===== src/rtl/core/cdau_pkg.sv =====
// ----------------------------------------------------------------------------
// cdau_pkg
// Types, constants and small tables shared by the calendar date unit.
// ----------------------------------------------------------------------------
`timescale 1ns / 1ps
`default_nettype none

package cdau_pkg;

  localparam int unsigned IN_DATA_W  = 48;
  localparam int unsigned OUT_DATA_W = 88;
  localparam int unsigned DIV_QW     = 8;   // quotient bits per division
  localparam int unsigned DIV_NW     = 28;  // dividend width
  localparam int unsigned DIV_DW     = 21;  // divisor and reciprocal width
  localparam int unsigned DIV_RS     = 32;  // reciprocal scale, 2^32

  // floor(2^32 / divisor); estimate is exact or one low for dividends < 2^28
  localparam logic [20:0] RCP_N = 21'd29398;    // 146097
  localparam logic [20:0] RCP_I = 21'd2939;     // 1461001
  localparam logic [20:0] RCP_J = 21'd1755197;  // 2447

  localparam logic [13:0] RST_YEAR  = 14'd1959;
  localparam logic [3:0]  RST_MONTH = 4'd5;
  localparam logic [4:0]  RST_DAY   = 5'd11;

  localparam logic [13:0] LOAD_YEAR_MIN = 14'd1801;
  localparam logic [13:0] LOAD_YEAR_MAX = 14'd2099;

  localparam logic signed [25:0] JD_MIN = 26'sd1721426;
  localparam logic signed [25:0] JD_MAX = 26'sd5373484;

  localparam logic [1:0] STATUS_OK        = 2'd0;
  localparam logic [1:0] STATUS_BAD_LOAD  = 2'd1;
  localparam logic [1:0] STATUS_BAD_SHIFT = 2'd2;

  localparam logic ACT_LOAD  = 1'b0;
  localparam logic ACT_SHIFT = 1'b1;

  typedef enum logic [1:0] {
    DIV_N,
    DIV_I,
    DIV_J
  } div_sel_t;

  typedef enum logic [3:0] {
    ST_IDLE,
    ST_LOAD,
    ST_SHIFT,
    ST_N_GO,
    ST_N_WAIT,
    ST_I_GO,
    ST_I_WAIT,
    ST_J_GO,
    ST_J_WAIT,
    ST_JD_NOW,
    ST_JD_JAN,
    ST_JD_IN,
    ST_EMIT
  } state_t;

  typedef struct packed {
    logic     capture;
    logic     load;
    logic     shift;
    logic     div_start;
    div_sel_t div_sel;
    logic     take_n;
    logic     take_i;
    logic     take_j;
    logic     jd_now;
    logic     jd_jan;
    logic     jd_in;
    logic     emit;
  } cdau_cmd_t;

  typedef struct packed {
    logic shift_bad;
    logic div_done;
  } cdau_stat_t;

  // 367 * (m - 2 - 12a) / 12, a = -1 for months up to February
  function automatic logic [8:0] month_term(input logic [3:0] m);
    logic [8:0] v;
    begin
      unique case (m)
        4'd0:    v = 9'd305;
        4'd1:    v = 9'd336;
        4'd2:    v = 9'd367;
        4'd3:    v = 9'd30;
        4'd4:    v = 9'd61;
        4'd5:    v = 9'd91;
        4'd6:    v = 9'd122;
        4'd7:    v = 9'd152;
        4'd8:    v = 9'd183;
        4'd9:    v = 9'd214;
        4'd10:   v = 9'd244;
        4'd11:   v = 9'd275;
        4'd12:   v = 9'd305;
        4'd13:   v = 9'd336;
        4'd14:   v = 9'd367;
        default: v = 9'd397;
      endcase
      return v;
    end
  endfunction

  // 2447 * j / 80
  function automatic logic [8:0] day_term(input logic [3:0] j);
    logic [8:0] v;
    begin
      unique case (j)
        4'd0:    v = 9'd0;
        4'd1:    v = 9'd30;
        4'd2:    v = 9'd61;
        4'd3:    v = 9'd91;
        4'd4:    v = 9'd122;
        4'd5:    v = 9'd152;
        4'd6:    v = 9'd183;
        4'd7:    v = 9'd214;
        4'd8:    v = 9'd244;
        4'd9:    v = 9'd275;
        4'd10:   v = 9'd305;
        4'd11:   v = 9'd336;
        4'd12:   v = 9'd367;
        4'd13:   v = 9'd397;
        4'd14:   v = 9'd428;
        default: v = 9'd458;
      endcase
      return v;
    end
  endfunction

endpackage

`default_nettype wire


===== src/rtl/core/cdau_divider.sv =====
// ----------------------------------------------------------------------------
// cdau_divider
// Division by a constant: reciprocal multiply estimate, then one correction
// step. Operands, estimate and quotient are registered in that order.
// ----------------------------------------------------------------------------
`timescale 1ns / 1ps
`default_nettype none

module cdau_divider (
  input  wire logic                        clk,
  input  wire logic                        rst_n,
  input  wire logic                        start,
  input  wire logic [cdau_pkg::DIV_NW-1:0] dividend,
  input  wire logic [cdau_pkg::DIV_DW-1:0] divisor,
  input  wire logic [cdau_pkg::DIV_DW-1:0] recip,
  output logic      [cdau_pkg::DIV_QW-1:0] quot,
  output logic                             done
);
  import cdau_pkg::*;

  localparam int unsigned PW = DIV_NW + DIV_DW;
  localparam int unsigned BW = DIV_QW + DIV_DW;

  logic [DIV_NW-1:0] num_r, num_nxt;
  logic [DIV_DW-1:0] dsr_r, dsr_nxt;
  logic [DIV_DW-1:0] rcp_r, rcp_nxt;
  logic [DIV_QW-1:0] est_r, est_nxt;
  logic [DIV_QW-1:0] quot_r, quot_nxt;
  logic              est_pend_r, est_pend_nxt;
  logic              fix_pend_r, fix_pend_nxt;
  logic              done_r, done_nxt;
  logic [PW-1:0]     prod;
  logic [BW-1:0]     back;
  logic [BW-1:0]     rem;
  logic              ge;

  assign prod = PW'(num_r) * PW'(rcp_r);
  assign back = BW'(est_r) * BW'(dsr_r);
  // estimate never exceeds the true quotient, so no underflow here
  assign rem  = BW'(num_r) - back;
  assign ge   = (rem >= BW'(dsr_r));

  always_comb begin
    num_nxt      = num_r;
    dsr_nxt      = dsr_r;
    rcp_nxt      = rcp_r;
    est_nxt      = est_r;
    quot_nxt     = quot_r;
    est_pend_nxt = 1'b0;
    fix_pend_nxt = 1'b0;
    done_nxt     = 1'b0;
    if (start) begin
      num_nxt      = dividend;
      dsr_nxt      = divisor;
      rcp_nxt      = recip;
      est_pend_nxt = 1'b1;
    end else if (est_pend_r) begin
      est_nxt      = prod[DIV_RS+DIV_QW-1:DIV_RS];
      fix_pend_nxt = 1'b1;
    end else if (fix_pend_r) begin
      quot_nxt = est_r + DIV_QW'(ge);
      done_nxt = 1'b1;
    end
  end

  always_ff @(posedge clk) begin
    num_r  <= num_nxt;
    dsr_r  <= dsr_nxt;
    rcp_r  <= rcp_nxt;
    est_r  <= est_nxt;
    quot_r <= quot_nxt;
    if (!rst_n) begin
      est_pend_r <= 1'b0;
      fix_pend_r <= 1'b0;
      done_r     <= 1'b0;
    end else begin
      est_pend_r <= est_pend_nxt;
      fix_pend_r <= fix_pend_nxt;
      done_r     <= done_nxt;
    end
  end

  assign quot = quot_r;
  assign done = done_r;

endmodule

`default_nettype wire


===== src/rtl/core/cdau_ctrl.sv =====
// ----------------------------------------------------------------------------
// cdau_ctrl
// Sequencer: steps the datapath through load or shift, then the summary.
// ----------------------------------------------------------------------------
`timescale 1ns / 1ps
`default_nettype none

module cdau_ctrl (
  input  wire logic                 clk,
  input  wire logic                 rst_n,
  input  wire logic                 in_tvalid,
  input  wire logic                 in_action,
  output logic                      in_tready,
  input  wire logic                 out_tready,
  output logic                      out_tvalid,
  input  wire cdau_pkg::cdau_stat_t stat,
  output cdau_pkg::cdau_cmd_t       cmd
);
  import cdau_pkg::*;

  state_t state_r, state_nxt;
  logic   ovalid_r, ovalid_nxt;
  logic   in_fire, out_free;

  assign in_fire  = in_tvalid && (state_r == ST_IDLE);
  assign out_free = !ovalid_r || out_tready;

  always_comb begin
    state_nxt = state_r;
    unique case (state_r)
      ST_IDLE:   if (in_fire) state_nxt = (in_action == ACT_SHIFT) ? ST_SHIFT : ST_LOAD;
      ST_LOAD:   state_nxt = ST_JD_NOW;
      ST_SHIFT:  state_nxt = stat.shift_bad ? ST_JD_NOW : ST_N_GO;
      ST_N_GO:   state_nxt = ST_N_WAIT;
      ST_N_WAIT: if (stat.div_done) state_nxt = ST_I_GO;
      ST_I_GO:   state_nxt = ST_I_WAIT;
      ST_I_WAIT: if (stat.div_done) state_nxt = ST_J_GO;
      ST_J_GO:   state_nxt = ST_J_WAIT;
      ST_J_WAIT: if (stat.div_done) state_nxt = ST_JD_NOW;
      ST_JD_NOW: state_nxt = ST_JD_JAN;
      ST_JD_JAN: state_nxt = ST_JD_IN;
      ST_JD_IN:  state_nxt = ST_EMIT;
      ST_EMIT:   if (out_free) state_nxt = ST_IDLE;
      default:   state_nxt = ST_IDLE;
    endcase
  end

  always_comb begin
    cmd        = '0;
    cmd.div_sel = DIV_N;
    ovalid_nxt = ovalid_r && !out_tready;
    unique case (state_r)
      ST_IDLE:   cmd.capture = in_fire;
      ST_LOAD:   cmd.load = 1'b1;
      ST_SHIFT:  cmd.shift = 1'b1;
      ST_N_GO:   begin
        cmd.div_start = 1'b1;
        cmd.div_sel   = DIV_N;
      end
      ST_N_WAIT: cmd.take_n = stat.div_done;
      ST_I_GO:   begin
        cmd.div_start = 1'b1;
        cmd.div_sel   = DIV_I;
      end
      ST_I_WAIT: cmd.take_i = stat.div_done;
      ST_J_GO:   begin
        cmd.div_start = 1'b1;
        cmd.div_sel   = DIV_J;
      end
      ST_J_WAIT: cmd.take_j = stat.div_done;
      ST_JD_NOW: cmd.jd_now = 1'b1;
      ST_JD_JAN: cmd.jd_jan = 1'b1;
      ST_JD_IN:  cmd.jd_in = 1'b1;
      ST_EMIT:   begin
        if (out_free) begin
          cmd.emit   = 1'b1;
          ovalid_nxt = 1'b1;
        end
      end
      default:   cmd = '0;
    endcase
  end

  always_ff @(posedge clk) begin
    if (!rst_n) begin
      state_r  <= ST_IDLE;
      ovalid_r <= 1'b0;
    end else begin
      state_r  <= state_nxt;
      ovalid_r <= ovalid_nxt;
    end
  end

  assign in_tready  = (state_r == ST_IDLE);
  assign out_tvalid = ovalid_r;

endmodule

`default_nettype wire


===== src/rtl/core/cdau_datapath.sv =====
// ----------------------------------------------------------------------------
// cdau_datapath
// Date registers, Julian day evaluation, inverse conversion and result beat.
// ----------------------------------------------------------------------------
`timescale 1ns / 1ps
`default_nettype none

module cdau_datapath (
  input  wire logic                                clk,
  input  wire logic                                rst_n,
  input  wire logic [cdau_pkg::IN_DATA_W-1:0]      in_tdata,
  input  wire cdau_pkg::cdau_cmd_t                 cmd,
  output cdau_pkg::cdau_stat_t                     stat,
  output logic      [cdau_pkg::OUT_DATA_W-1:0]     out_tdata,
  output logic      [1:0]                          out_tuser
);
  import cdau_pkg::*;

  // Julian day of a date, truncating division, a = -1 for Jan/Feb
  function automatic logic signed [25:0] to_jd(input logic [13:0] y,
                                               input logic [3:0]  m,
                                               input logic [4:0]  d);
    logic        early;
    logic [14:0] ya, yb;
    logic [25:0] p1;
    logic [26:0] p2;
    logic [7:0]  q;
    logic [9:0]  t3;
    logic [25:0] s;
    begin
      early = (m <= 4'd2);
      ya = {1'b0, y} + (early ? 15'd4799 : 15'd4800);
      yb = {1'b0, y} + (early ? 15'd4899 : 15'd4900);
      p1 = 26'(ya) * 26'd1461;
      p2 = 27'(yb) * 27'd5243;     // /100 by reciprocal, exact below 43690
      q  = p2[26:19];
      t3 = (10'(q) + {1'b0, q, 1'b0}) >> 2;
      s  = 26'(d) + 26'(p1[24:2]) + 26'(month_term(m)) - 26'(t3) - 26'd32075;
      return $signed(s);
    end
  endfunction

  // mod 7 by folding octal digits (8 = 1 mod 7)
  function automatic logic [2:0] mod7(input logic [22:0] v);
    logic [5:0] s1;
    logic [3:0] s2;
    logic [2:0] s3;
    begin
      s1 = 6'(v[2:0]) + 6'(v[5:3]) + 6'(v[8:6]) + 6'(v[11:9]) + 6'(v[14:12])
         + 6'(v[17:15]) + 6'(v[20:18]) + 6'(v[22:21]);
      s2 = 4'(s1[5:3]) + 4'(s1[2:0]);
      s3 = 3'(s2[3]) + s2[2:0];
      return (s3 == 3'd7) ? 3'd0 : s3;
    end
  endfunction

  logic [22:0] off_r;
  logic [13:0] iy_r, cy_r;
  logic [3:0]  im_r, cm_r;
  logic [4:0]  id_r, cd_r;
  logic [1:0]  status_r;
  logic [22:0] l_r;
  logic [7:0]  n_r, i_r;
  logic [22:0] jd_r;
  logic [2:0]  wd_r;
  logic [8:0]  doy_r;
  logic [22:0] btw_r;
  logic [OUT_DATA_W-1:0] odata_r;
  logic [1:0]  ouser_r;

  logic signed [25:0] jd_cur, jd_sh, jd_jan, jd_in;
  logic               bad_shift, load_ok;
  logic [DIV_NW-1:0]  div_a;
  logic [DIV_DW-1:0]  div_b;
  logic [DIV_DW-1:0]  div_rcp;
  logic [DIV_QW-1:0]  div_q;
  logic               div_done;
  logic [3:0]         jj;
  logic               yr_wrap;
  logic [9:0]         kk;

  cdau_divider u_div (
    .clk      (clk),
    .rst_n    (rst_n),
    .start    (cmd.div_start),
    .dividend (div_a),
    .divisor  (div_b),
    .recip    (div_rcp),
    .quot     (div_q),
    .done     (div_done)
  );

  assign jd_cur    = to_jd(cy_r, cm_r, cd_r);
  assign jd_jan    = to_jd(cy_r, 4'd1, 5'd1);
  assign jd_in     = to_jd(iy_r, im_r, id_r);
  assign jd_sh     = jd_cur + 26'(signed'(off_r));
  assign bad_shift = (jd_sh < JD_MIN) || (jd_sh > JD_MAX);
  assign load_ok   = (id_r != 5'd0) && (im_r >= 4'd1) && (im_r <= 4'd12)
                  && (iy_r >= LOAD_YEAR_MIN) && (iy_r <= LOAD_YEAR_MAX);

  always_comb begin
    unique case (cmd.div_sel)
      DIV_N: begin
        div_a   = DIV_NW'({l_r, 2'b00});
        div_b   = 21'd146097;
        div_rcp = RCP_N;
      end
      DIV_I: begin
        div_a   = (DIV_NW'(l_r) + 28'd1) * 28'd4000;
        div_b   = 21'd1461001;
        div_rcp = RCP_I;
      end
      DIV_J: begin
        div_a   = DIV_NW'(l_r) * 28'd80;
        div_b   = 21'd2447;
        div_rcp = RCP_J;
      end
      default: begin
        div_a   = '0;
        div_b   = 21'd1;
        div_rcp = '0;
      end
    endcase
  end

  assign jj      = div_q[3:0];
  assign yr_wrap = (jj >= 4'd11);
  assign kk      = l_r[9:0] - 10'(day_term(jj));

  always_ff @(posedge clk) begin
    if (cmd.capture) begin
      off_r <= in_tdata[22:0];
      iy_r  <= in_tdata[36:23];
      im_r  <= in_tdata[40:37];
      id_r  <= in_tdata[45:41];
    end
    if (cmd.load) begin
      status_r <= load_ok ? STATUS_OK : STATUS_BAD_LOAD;
    end
    if (cmd.shift) begin
      status_r <= bad_shift ? STATUS_BAD_SHIFT : STATUS_OK;
      l_r      <= jd_sh[22:0] + 23'd68569;
    end
    if (cmd.take_n) begin
      n_r <= div_q;
      l_r <= l_r - 23'((25'(div_q) * 25'd146097 + 25'd3) >> 2);
    end
    if (cmd.take_i) begin
      i_r <= div_q;
      l_r <= l_r - 23'((19'(div_q) * 19'd1461) >> 2) + 23'd31;
    end
    if (cmd.jd_now) begin
      jd_r <= jd_cur[22:0];
      wd_r <= mod7(jd_cur[22:0]);
    end
    if (cmd.jd_jan) begin
      doy_r <= 9'(jd_r - jd_jan[22:0] + 23'd1);
    end
    if (cmd.jd_in) begin
      btw_r <= 23'(jd_in - signed'({3'b000, jd_r}));
    end
    if (cmd.emit) begin
      odata_r <= {7'd0, btw_r, doy_r, wd_r, jd_r, cd_r, cm_r, cy_r};
      ouser_r <= status_r;
    end
  end

  // current date: architectural state, reset to its documented value
  always_ff @(posedge clk) begin
    if (!rst_n) begin
      cy_r <= RST_YEAR;
      cm_r <= RST_MONTH;
      cd_r <= RST_DAY;
    end else if (cmd.load && load_ok) begin
      cy_r <= iy_r;
      cm_r <= im_r;
      cd_r <= id_r;
    end else if (cmd.take_j) begin
      cy_r <= 14'(14'(n_r - 8'd49) * 14'd100 + 14'(i_r) + 14'(yr_wrap));
      cm_r <= jj + 4'd2 - (yr_wrap ? 4'd12 : 4'd0);
      cd_r <= kk[4:0];
    end
  end

  assign stat.shift_bad = bad_shift;
  assign stat.div_done  = div_done;
  assign out_tdata      = odata_r;
  assign out_tuser      = ouser_r;

endmodule

`default_nettype wire


===== src/rtl/core/calendar_date_arithmetic_unit.sv =====
// ----------------------------------------------------------------------------
// calendar_date_arithmetic_unit
// Kept Gregorian date with load, day shift and Julian day summary.
// ----------------------------------------------------------------------------
// One item at a time. A load or a refused shift goes straight to the Julian
// day summary; an accepted shift first runs three divisions by constants in
// the Julian-day-to-date conversion, each a reciprocal multiply and one
// correction step, on one shared divider. in_tready rises as the result
// register is loaded, even while that result still waits on out_tready.
// Each result carries the date after the step, its Julian day, weekday
// (0 Monday), day of year and the signed days to the input date; status
// in out_tuser.
`timescale 1ns / 1ps
`default_nettype none

module calendar_date_arithmetic_unit (
  input  wire logic        clk,
  input  wire logic        rst_n,
  input  wire logic        in_tvalid,
  output logic             in_tready,
  input  wire logic [47:0] in_tdata,   // offset[22:0], in_year, in_month, in_day, pad
  input  wire logic        in_tuser,   // action
  output logic             out_tvalid,
  input  wire logic        out_tready,
  output logic      [87:0] out_tdata,  // year, month, day, julian_day, weekday,
                                       // day_of_year, days_between, pad
  output logic      [1:0]  out_tuser   // status
);
  import cdau_pkg::*;

  cdau_cmd_t  cmd;
  cdau_stat_t stat;

  cdau_ctrl u_ctrl (
    .clk        (clk),
    .rst_n      (rst_n),
    .in_tvalid  (in_tvalid),
    .in_action  (in_tuser),
    .in_tready  (in_tready),
    .out_tready (out_tready),
    .out_tvalid (out_tvalid),
    .stat       (stat),
    .cmd        (cmd)
  );

  cdau_datapath u_dp (
    .clk       (clk),
    .rst_n     (rst_n),
    .in_tdata  (in_tdata),
    .cmd       (cmd),
    .stat      (stat),
    .out_tdata (out_tdata),
    .out_tuser (out_tuser)
  );

endmodule

`default_nettype wire

===== config.mk =====
export PLATFORM = sky130hd
export DESIGN_NAME = calendar_date_arithmetic_unit
export DESIGN_NICKNAME = d
export VERILOG_FILES = /design/src/rtl/core/cdau_pkg.sv /design/src/rtl/core/cdau_divider.sv /design/src/rtl/core/cdau_ctrl.sv /design/src/rtl/core/cdau_datapath.sv /design/src/rtl/core/calendar_date_arithmetic_unit.sv
export SDC_FILE = /design/constraint.sdc
export NUM_CORES = 2
export LEC_CHECK = 0
export BUFFER_PORTS_ARGS = -buffer_cell sky130_fd_sc_hd__clkbuf_2
export CAP_MARGIN = 10
export CORE_MARGIN = 10
export CORE_UTILIZATION = 35
export CTS_CLUSTER_SIZE = 25
export DETAILED_ROUTE_END_ITERATION = 12
export PLACE_DENSITY = 0.6
export SKIP_LAST_GASP = 1
export SLEW_MARGIN = 20
export SYNTH_ARGS = -nofsm -noshare
export SYNTH_HDL_FRONTEND = slang
export SYNTH_HIERARCHICAL = 1
export SYNTH_SLANG_ARGS = --single-unit

===== constraint.sdc =====
create_clock -name clk -period 14.9 [get_ports clk]
set_input_delay 0.745 -clock clk [delete_from_list [all_inputs] [get_ports clk]]
set_output_delay 0.745 -clock clk [all_outputs]
set_load 0.01 [all_outputs]

==> qor.yml <==
grt:
  grtUsageMet3_pct: 1.92
  grt_pass1_vias: 56462
  grt_pass1_wl_mm: 317
  antenna_found_initial: 5
  grtUsageMet1_pct: 23.1
  top_usage_layer: "met2"
  grt_max_degree: 74
  gr-total-overflow: 0
  grt_util_all_layers_pct: 17.3
  grtUsageMet2_pct: 29.2
logic_synthesis:
  synth_seq_cells: 363
  ys_seq_area_share_pct: 14.1
  synth_edf_count: 314
  synth_cell_types: 123
  synth_area_per_cell_sq_um: 9.69
  syn_area_sq_um: 73600
  yosysWarnings: 6
  ys.flop_type: "edfxtp_1"
  syn_inst: 7590
  synthArstFlopShare_pct: 0
clock_tree:
  cts_tree: "built"
  numCtsBuffers: 49
  clk_latency_ns: 0.65
  cts_num_sinks: 363
  hold_buffers: 0
  clock_path_buffers: 3
  clockRootBuffer: "clkbuf_16"
  htreeDepth: 2
  clkTransAtPathRegs_ns: 0.06
flow_run:
  cap_viol_max_count: 0
place:
  hpwl_mm: 162
  dp.cells: 10579
  gp_congestion: 0.878
  port-buffer-count: 135
sta:
  tightest_slew_ns: 1.14
  rsz0062_at_grt: "true"
  post-route-period-util_pct: 102
  setup_viol: 3
  hold_slack_ns: 0.286
  hold_violations: 0
  slew_headroom_pct: 24.2
  period_needed_ns: 15.20
  clock_skew_ns: 0.0253
  layout_setup_ws_ns: -0.304
  slew_violations: 0
  max_freq_ghz: 0.0658
finish:
  fin_cells: 10704
  fin_nets: 10187
  drive_gt1_share_pct: 9.13
  area_growth_syn_to_layout_pct: 11.3
  final_cell_mix: "inv_1, ha_1, fa_1"
  fin_util_pct: 39.1
  final_common_cell: "inv_1"
route:
  drcViolationCount: 0
  finalWirelength_mm: 199
  dr.first_iter.drc_count: 2870
  firstDrtPassIters: 6
  postRouteAntennaNets: 0
  vias_per_cell: 4.96
  vias: 53121
  wl_per_cell_um: 18.6
worst_setup_path:
  start_kind: "register"
  path_class: "reg2reg"
  critPathCaptureType: "register"
  cp.required_ns: 15.29
  slowest_stage: "fa_1"
  cp.arrival_ns: 15.60
  reg2reg_to: "u_dp/wd_r[2]"
  crit_fanout: 5
  crit-reg2reg-launch: "u_dp/cm_r[0]"
  critical-path-max-stage-delay_ns: 0.54
  cpMostUsedCell: "fa_1"
  rr_worst_depth: 66
  r2r_slack_ns: -0.30
floorplanning:
  coreArea_sq_um: 209000
  dieArea_sq_um: 229000
  io_pins: 145
  initial_utilization_pct: 35.1
  fp-row-count: 168
  die_x_um: 478
  fp.dieH_um: 478
worst_hold_path:
  worst_hold_path_type: "in2reg"
  holdPathEnd: "u_dp/off_r[22]"
  hp-start: "in_tdata[22]"
  whs_path_depth: 1
status:
  failed_checks: "setup timing"
  status: "finished, violations left"
metal layers:
layer / vias to the layer above / share of wire (%) / routed length [um]
met4: 0 / 3.5 / 7020
met1: 26660 / 44 / 87300
met3: 288 / 4.8 / 9490
met2: 1259 / 48 / 95200
li1: 24914 / - / -
met5: - / 0 / 0
synthesized netlist by cell type (19+ instances only):
cell type	number	area [sq um]
ha_1	1164	14600
nor2b_1	40	250
edfxtp_1	314	9430
or3_1	31	194
or2_2	19	119
xnor2_1	346	3030
a31oi_1	34	213
nor3_1	75	375
and2_1	297	1860
nor2_1	237	890
inv_1	1628	6110
o211ai_1	37	278
fa_1	1117	22400
dfxtp_1	49	981
xor2_1	151	1320
o21bai_1	43	323
nand2_1	640	2400
o21a_1	48	360
clkbuf_1	171	642
a21oi_1	255	1280
mux2i_1	24	240
nand3_1	89	445
a211oi_1	38	285
and3_1	32	200
a21o_1	101	758
o21ai_0	162	811
nand2b_1	50	313
nand4_1	23	144
state kept, by name, indices dropped and copies added, names as in the netlist, 8 cells and up, named ones only:
signal,cells
u_dp/u_div/est_r,8
u_dp/n_r,8
u_dp/iy_r,14
u_dp/u_div/num_r,28
u_dp/btw_r,23
u_dp/out_tdata,81
u_dp/l_r,23
u_dp/cy_r,14
u_dp/u_div/rcp_r,21
u_dp/i_r,8
u_dp/u_div/quot,8
u_dp/u_div/dsr_r,21
u_dp/doy_r,9
u_dp/jd_r,23
u_dp/off_r,23
kinds of logic (layout without fill, tap and decap cells):
logic type	after synthesis	in the layout	synth area share, %
AOI/OAI and AO/OA	972	972	9.15
xor gates and xnor gates	498	498	5.95
adders and majority gates	2282	2282	50.2
buffers and inverters	1829	2117	9.41
DFF	363	363	14.1
muxes	29	29	0.418
other	2	23	0.0102
and+or+nand+nor	1615	1615	10.7
worst max-delay path: cells and delay by family, from the launching register on:
| family | cells | cell delay (ns) |
|---|---|---|
| DFF | 1 | 0.34 |
| AOI/OAI and AO/OA | 19 | 3.54 |
| and+or+nand+nor | 11 | 1.56 |
| adders and majority gates | 21 | 7.72 |
| buffers and inverters | 9 | 0.72 |
| xor gates and xnor gates | 6 | 1.09 |
worst max path at each step:
stage | startpoint | endpoint | slack (ns) | cells after the start
2_1_floorplan | u_dp/cm_r[0] | u_dp/wd_r[0] | 0.01 | 69
3_3_place_gp | u_dp/cm_r[0] | u_dp/wd_r[0] | -0.71 | 69
3_5_place_dp | u_dp/cm_r[0] | u_dp/wd_r[2] | -0.90 | 69
4_1_cts | u_dp/cm_r[1] | u_dp/wd_r[2] | -0.38 | 70
5_1_grt | u_dp/cm_r[0] | u_dp/wd_r[0] | -0.91 | 69
6_report | u_dp/cm_r[0] | u_dp/wd_r[2] | -0.30 | 66
area by class of cell:
class,count,area [sq um]
Fill cell,20754,127000
Antenna cell,5,12.5
Inverter,1628,6110
Sequential cell,363,10400
Tap cell,2805,3510
Clock buffer,55,1270
Multi-Input combinational cell,5414,57300
Clock inverter,37,515
Timing Repair Buffer,397,2770
stage by stage:
stage	worst slack (ns)	setup TNS (ns)	instance area, sq um
2_1_floorplan	0.0109	0	73900
3_3_place_gp	-0.714	-2.11	79100
3_5_place_dp	-0.905	-2.65	79100
4_1_cts	-0.378	-1.07	81500
5_1_grt	-0.912	-2.85	81900
6_report	-0.304	-0.884	81900
what timing repair did:
| action | 4_1_cts | 5_1_grt |
|---|---|---|
| gates resized for setup | 77 | 49 |
| endpoints found under the setup margin | 3 | 6 |
| setup buffers | 23 | 5 |
| pin swaps | 107 | 63 |
Power is left out: the tool's default activity adds up to more than one toggle a clock period on the data nets, which glitch-free logic cannot reach.
